--- src/pgg_pkg.sv ---
// Package for the Potts grain-growth step engine: grid geometry, field widths,
// operation codes, payload structs and the controller/datapath command structs.
// No dependencies.
package pgg_pkg;

   // Grid geometry and id range
   localparam int GRID_ROWS    = 64;
   localparam int GRID_COLS    = 64;
   localparam int MAX_GRAIN_ID = 255;

   // Field widths
   localparam int OP_W  = 3;
   localparam int ROW_W = 6;
   localparam int COL_W = 6;
   localparam int ID_W  = 8;
   localparam int EN_W  = 4;

   // Cell storage
   localparam int CELL_COUNT = GRID_ROWS * GRID_COLS;
   localparam int CELL_W     = $clog2(CELL_COUNT);

   // 3x3 neighborhood, row-major, center at index NB_CENTER
   localparam int NB_COUNT  = 9;
   localparam int NB_W      = $clog2(NB_COUNT);
   localparam int NB_CENTER = 4;

   // Operation codes
   localparam logic [OP_W-1:0] OP_LOAD  = 3'd0;
   localparam logic [OP_W-1:0] OP_SWEEP = 3'd1;
   localparam logic [OP_W-1:0] OP_VISIT = 3'd2;
   localparam logic [OP_W-1:0] OP_COPY  = 3'd3;
   localparam logic [OP_W-1:0] OP_READ  = 3'd4;

   typedef struct packed {
      logic [OP_W-1:0]  op;
      logic [ROW_W-1:0] row;
      logic [COL_W-1:0] col;
      logic [ID_W-1:0]  grain_id;
   } req_type;

   typedef struct packed {
      logic [ID_W-1:0] cell_id;
      logic [EN_W-1:0] cell_energy;
      logic            candidate_found;
      logic            flipped;
   } rsp_type;

   // Controller -> datapath commands
   typedef struct packed {
      logic             take_req;   // latch the request, clear visit flags
      logic             probe;      // read one neighborhood position
      logic [NB_W-1:0]  nb_k;       // neighborhood position, row-major
      logic             use_scan;   // probe around the scan cell, else the request cell
      logic             src_snap;   // probes read snapshot ids, else current ids
      logic [ROW_W-1:0] scan_row;
      logic [COL_W-1:0] scan_col;
      logic             eval_sweep; // write energy of the scan cell
      logic             eval_visit; // decide the flip, write back if accepted
      logic             load_wr;    // write the request's id
      logic             copy_rd;    // read current at scan cell for snapshot copy
      logic             load_rsp;   // load the result register
   } cmd_type;

   // Datapath -> controller status
   typedef struct packed {
      logic [OP_W-1:0] op;
      logic            on_grid;
      logic            rsp_free;
   } sts_type;

endpackage

--- src/pgg_ctrl.sv ---
// Controller for the Potts grain-growth step engine: request handshake,
// operation sequencing, scan and neighborhood counters.
// Depends on pgg_pkg.
module pgg_ctrl (
   input  logic              clock,
   input  logic              reset,
   input  logic              req_valid,
   output logic              req_ready,
   input  pgg_pkg::sts_type  sts,
   output pgg_pkg::cmd_type  cmd
);

   localparam logic [3:0] S_IDLE     = 4'd0;
   localparam logic [3:0] S_DISPATCH = 4'd1;
   localparam logic [3:0] S_PROBE    = 4'd2;
   localparam logic [3:0] S_LAST     = 4'd3;
   localparam logic [3:0] S_EVAL     = 4'd4;
   localparam logic [3:0] S_COPY     = 4'd5;
   localparam logic [3:0] S_DRAIN    = 4'd6;
   localparam logic [3:0] S_LOAD     = 4'd7;
   localparam logic [3:0] S_READ     = 4'd8;
   localparam logic [3:0] S_RESP     = 4'd9;

   localparam logic [pgg_pkg::NB_W-1:0] K_LAST =
      pgg_pkg::NB_W'(pgg_pkg::NB_COUNT - 1);
   localparam logic [pgg_pkg::ROW_W-1:0] ROW_LAST =
      pgg_pkg::ROW_W'(pgg_pkg::GRID_ROWS - 1);
   localparam logic [pgg_pkg::COL_W-1:0] COL_LAST =
      pgg_pkg::COL_W'(pgg_pkg::GRID_COLS - 1);

   logic [3:0]                  state_ff, state_in;
   logic [pgg_pkg::NB_W-1:0]    k_ff, k_in;
   logic [pgg_pkg::ROW_W-1:0]   row_ff, row_in;
   logic [pgg_pkg::COL_W-1:0]   col_ff, col_in;
   logic                        sweep_ff, sweep_in;
   logic                        last_cell;

   assign last_cell = (row_ff == ROW_LAST) && (col_ff == COL_LAST);
   assign req_ready = (state_ff == S_IDLE);

   // Next state and commands
   always_comb begin
      state_in     = state_ff;
      k_in         = k_ff;
      row_in       = row_ff;
      col_in       = col_ff;
      sweep_in     = sweep_ff;
      cmd          = '0;
      cmd.nb_k     = k_ff;
      cmd.use_scan = sweep_ff;
      cmd.src_snap = !sweep_ff;
      cmd.scan_row = row_ff;
      cmd.scan_col = col_ff;
      unique case (state_ff)
         S_IDLE: begin
            if (req_valid) begin
               cmd.take_req = 1'b1;
               state_in     = S_DISPATCH;
            end
         end
         S_DISPATCH: begin
            row_in = '0;
            col_in = '0;
            k_in   = '0;
            priority if (sts.op == pgg_pkg::OP_SWEEP) begin
               sweep_in = 1'b1;
               state_in = S_PROBE;
            end else if (sts.op == pgg_pkg::OP_COPY) begin
               state_in = S_COPY;
            end else if (sts.op == pgg_pkg::OP_LOAD && sts.on_grid) begin
               state_in = S_LOAD;
            end else if (sts.op == pgg_pkg::OP_VISIT && sts.on_grid) begin
               sweep_in = 1'b0;
               state_in = S_PROBE;
            end else begin
               state_in = S_READ;
            end
         end
         S_PROBE: begin
            cmd.probe = 1'b1;
            if (k_ff == K_LAST) begin
               state_in = S_LAST;
            end else begin
               k_in = k_ff + 1'b1;
            end
         end
         S_LAST: begin
            state_in = S_EVAL;
         end
         S_EVAL: begin
            if (sweep_ff) begin
               cmd.eval_sweep = 1'b1;
               k_in           = '0;
               if (last_cell) begin
                  state_in = S_READ;
               end else begin
                  state_in = S_PROBE;
                  if (col_ff == COL_LAST) begin
                     col_in = '0;
                     row_in = row_ff + 1'b1;
                  end else begin
                     col_in = col_ff + 1'b1;
                  end
               end
            end else begin
               cmd.eval_visit = 1'b1;
               state_in       = S_READ;
            end
         end
         S_COPY: begin
            cmd.copy_rd = 1'b1;
            if (last_cell) begin
               state_in = S_DRAIN;
            end else if (col_ff == COL_LAST) begin
               col_in = '0;
               row_in = row_ff + 1'b1;
            end else begin
               col_in = col_ff + 1'b1;
            end
         end
         S_DRAIN: begin
            state_in = S_READ;
         end
         S_LOAD: begin
            cmd.load_wr = 1'b1;
            state_in    = S_READ;
         end
         S_READ: begin
            state_in = S_RESP;
         end
         S_RESP: begin
            if (sts.rsp_free) begin
               cmd.load_rsp = 1'b1;
               state_in     = S_IDLE;
            end
         end
         default: begin
            state_in = S_IDLE;
         end
      endcase
   end

   // State and counters
   always_ff @(posedge clock) begin
      if (reset) begin
         state_ff <= S_IDLE;
         k_ff     <= '0;
         row_ff   <= '0;
         col_ff   <= '0;
         sweep_ff <= 1'b0;
      end else begin
         state_ff <= state_in;
         k_ff     <= k_in;
         row_ff   <= row_in;
         col_ff   <= col_in;
         sweep_ff <= sweep_in;
      end
   end

   // Checks
   a_rsp_free: assert property (@(posedge clock) disable iff (reset)
      cmd.load_rsp |-> sts.rsp_free)
      else $error("result loaded while the output register is still held");

   a_visit_ok: assert property (@(posedge clock) disable iff (reset)
      cmd.eval_visit |-> (sts.on_grid && sts.op == pgg_pkg::OP_VISIT))
      else $error("visit evaluated for a non-visit or off-grid request");

   a_take: assert property (@(posedge clock) disable iff (reset)
      (req_valid && req_ready) |=> (state_ff == S_DISPATCH))
      else $error("accepted transfer not dispatched");

   a_k_range: assert property (@(posedge clock) disable iff (reset)
      (state_ff == S_PROBE) |-> (k_ff <= K_LAST))
      else $error("neighborhood counter out of range");

endmodule

--- config.mk ---
export PLATFORM = sky130hd
export DESIGN_NAME = pgg_ctrl
export DESIGN_NICKNAME = d
export VERILOG_FILES = /design/src/pgg_pkg.sv /design/src/pgg_ctrl.sv
export SDC_FILE = /design/constraint.sdc
export NUM_CORES = 1
export LEC_CHECK = 0
export ABC_AREA = 1
export BUFFER_PORTS_ARGS = -buffer_cell sky130_fd_sc_hd__buf_4
export CAP_MARGIN = 20
export CORE_MARGIN = 4
export CORE_UTILIZATION = 53
export DETAILED_ROUTE_END_ITERATION = 8
export PLACE_DENSITY_LB_ADDON = 0.05
export SYNTH_ARGS = -nofsm -noshare
export SYNTH_HDL_FRONTEND = slang
export SYNTH_SLANG_ARGS = --single-unit
--- constraint.sdc ---
create_clock -name clock -period 2 [get_ports clock]
set_input_delay 0.3 -clock clock [delete_from_list [all_inputs] [get_ports clock]]
set_output_delay 0.3 -clock clock [all_outputs]
set_load 0.005 [all_outputs]
==> flow_results.org <==
** Timing
- Once routing completed, OpenROAD measured the worst setup slack at 0.240 ns.
- After routing, the total negative slack on setup checks comes to 0 ns.
- Fin. max-slew vios :: 0
- After layout, the minimum clock period comes to 1.76 ns.
- Setup violations remaining at the end of the flow were counted as 0.
- For the pin with the worst max-slew slack, the measured transition is 0.338 ns.
- On the final layout, the worst hold slack is 0.266 ns.
- Unrepaired setup endpoints after global routing :: no
- After layout, the worst path uses 88.0% of the clock period.
- Slew Limit Headroom :: 77.4%
- Worst setup skew after layout :: 0.00711 ns
- The final number of hold-violating endpoints was 0.
- Timing would allow up to 0.568 GHz.

** Yosys
- Flip-flop cell with the highest count after synthesis :: sky130_fd_sc_hd__dfxtp_1
- Yosys mapped a number of flops with a built-in enable equal to 0.
- Synthesis produced a netlist with a net count of 234.
- After synthesis the netlist holds a flip-flop and latch count of 21.
- Library cell with the highest instance count after synthesis :: sky130_fd_sc_hd__nand2_1
- The share of synthesized area in the top cell type comes to 29.3%.
- In this run, distinct cell masters in the synthesized netlist total 33.
- Sorting the synthesized cells by area gives the leading types as sky130_fd_sc_hd__dfxtp_1 (29%), sky130_fd_sc_hd__nand2_1 (13%), sky130_fd_sc_hd__nand3_1 (10%), sky130_fd_sc_hd__nor2_1 (8.6%), sky130_fd_sc_hd__a21oi_1 (5.6%).
- The Yosys step of the flow raised 0 warnings.
- The synthesized design spends more area on one cell type than any other, namely sky130_fd_sc_hd__dfxtp_1.
- Most common library cells after synthesis :: sky130_fd_sc_hd__nand2_1 (49), sky130_fd_sc_hd__nor2_1 (33), sky130_fd_sc_hd__nand3_1 (29)
- The average instance in the mapped netlist occupies 6.45 µm².
- Of the synthesized area, sequential elements account for 29.3%.
- Netlist Area Pre-Place :: 1430 µm²
- Cell count after synthesis :: 222
- Of all flip-flops after synthesis, the portion carrying an async set or reset was 0%.

** Status
- Outcome :: complete, no violations

** Route
- The routed layout has 1505 vias.
- The first routing iteration left 89 violations.
- In the routed layout, each cell is associated on average with a via count of 5.28.
- Routed length per instance :: 11.1 µm
- Number of DRC violations after detailed routing :: 0
- The first TritonRoute pass finished after 4 iterations.
- Antenna-violating nets left :: 0
- The final layout contains routed wiring with a total length of 3.17 mm.

** Floorplan
- Rows :: 18
- Chip height :: 60.0 µm
- Effective utilization at floorplan :: 56.8%
- Ports :: 34
- Die Area :: 3600 µm²
- Measured along the x axis, the die boundary spans 60.0 µm.
- The core region is 2520 µm².

** Clocking
- CTS sink cnt :: 21
- TritonCTS built the clock tree.
- In this run the number of H-tree levels came out at 1.
- Count of cells resized by post-cts repair :: 0
- The cell sitting at the root of the clock tree is a sky130_fd_sc_hd__clkbuf_4.
- Clock tree buffer depth :: 2
- Number of buffers inserted during clock tree synthesis :: 3
- Clock transition at path regs :: 0.12 ns
- # Post-CTS Setup Buffers :: 0
- Clk_lat worst skew :: 0.31 ns
- Number of hold-repair buffers added at the cts stage :: 0

** Pwr
- Leakage power figure :: 0.744 nW
- The clock network burns 13.8% of the power.
- Net switching is 45.0% of the power.
- Across the VDD grid, the largest voltage drop is 0.667 mV.
- Dividing total power by cell area gives a power density of 886 nW/µm².
- Sequential cells burn 36.9% of the power.
- Internal power consumption :: 0.836 mW
- The analysis attributes to net switching a power of 0.686 mW.
- Logic gate share of total power :: 49.3%

** GRT
- Vias in the first global route :: 1250
- Global routing used 19.1% of the available tracks.
- Remaining global-route overflow :: 0
- The first global-routing pass estimated 5.26 mm of wire.
- The initial antenna violation count was 0.
- Entering global routing, the biggest net connects 18 pins.

** Worst setup path
- Worst path arrival time :: 1.46 ns
- The startpoint identified for the worst register-to-register timing path is col_ff[0].
- Kind of end point of the critical path :: primary output
- Startpoint of the most critical setup path :: state_ff[0]
- In this run the worst path has a maximum fanout of 6.
- The worst setup path is launched from a flip-flop.
- STA puts the critical path data required time at 1.70 ns.
- Class of the most critical setup path :: reg -> out

** Final layout
- Relative to the synthesized area, the layout overhead comes to 19.9%.
- NumNets Final :: 268
- Post-route core utilization :: 68.1%
- Fraction of final layout cells sized beyond drive strength 1 :: 21.6%
- Number of antenna cells inserted :: 0

** Min path
- The worst hold path begins at sts[3].
- The worst hold path belongs to the class in -> reg.

** Placement
- Final HPWL DP :: 2.47 mm
- Pre-CTS setup slack :: 0.304 ns
- The congestion estimate from routability-driven global placement came to 0.881.
- The count of buffers added on input and output ports is 33.

** Flow run
- Across the run, the number of max-cap violations was 0.
## layout by cell type (no fill, tap or decap), drive strengths merged
cell / n
a31oi: 1
nor2: 38
a21boi: 1
o21bai: 1
o21ai: 5
inv: 24
nor3: 3
buf: 33
a21oi: 16
nor4: 1
nand4: 4
clkbuf: 4
o21a: 1
nand3b: 3
xnor2: 2
or3: 1
ha: 4
nand2: 55
nand3: 33
dfxtp: 21
nor3b: 2
xor2: 2
## layout make-up
class / count / area [µm²]
Multi-Input combinational cell: 173 / 893
Fill cell: 235 / 805
Sequential cell: 21 / 420
Timing Repair Buffer: 33 / 248
Inverter: 24 / 92.6
Tap cell: 30 / 37.5
Clock buffer: 4 / 26.3
## routing by layer
layer  GRT usage (%)  share of wire, %  vias to the layer above
met1            25.0                46                      674
met2            31.2                47                       35
li1                -                 -                      790
met5               0                 0                        -
met3            4.32               5.9                        6
met4            5.38               1.3                        0
## power by group through the flow
stage / clock (mW) / sequential [mW] / combinational [mW]
final: 0.210 / 0.562 / 0.750
after global routing: 0.235 / 0.573 / 0.855
after floorplan: 0 / 0.559 / 0.551
after CTS: 0.218 / 0.561 / 0.756
after detailed placement: 0 / 0.571 / 0.754
after global placement: 0 / 0.571 / 0.744
## critical path, cell delays in order, from the launching register on
cell and delay (ns):
sky130_fd_sc_hd__dfxtp_1 0.39, sky130_fd_sc_hd__nor2_2 0.28, sky130_fd_sc_hd__nand2_1 0.15, sky130_fd_sc_hd__nor2_1 0.18, sky130_fd_sc_hd__buf_4 0.14
## metrics by stage
step	std cells	total power [mW]	instance area [µm²]
2_1_floorplan	222	1.11	1430
3_3_place_gp	281	1.31	1690
3_5_place_dp	281	1.33	1690
4_1_cts	285	1.53	1720
5_1_grt	285	1.66	1720
6_report	285	1.52	1720
## flip-flops by register name, indices dropped and copies added, names as in the netlist
signal    cells
col_ff        6
k_ff          4
row_ff        6
state_ff      4
sweep_ff      1
## worst paths after layout
path,depth (start not counted),slack [ns],to
worst max-delay path,4,0.24,cmd[4]
worst max register to register,8,0.27,row_ff[0]
worst min register to register,2,0.50,sweep_ff
worst min-delay path,3,0.27,sweep_ff
## cell families after synthesis
group,after synthesis,share of synthesized area [%]
and+or+nand+nor,140,47.1
buffers and inverters,28,8.30
AOI/OAI and AO/OA,25,9.35
DFF,21,29.3
xor gates and xnor gates,4,2.45
adders and majority gates,4,3.49
Note: power is estimated with default switching activity, not from simulation.
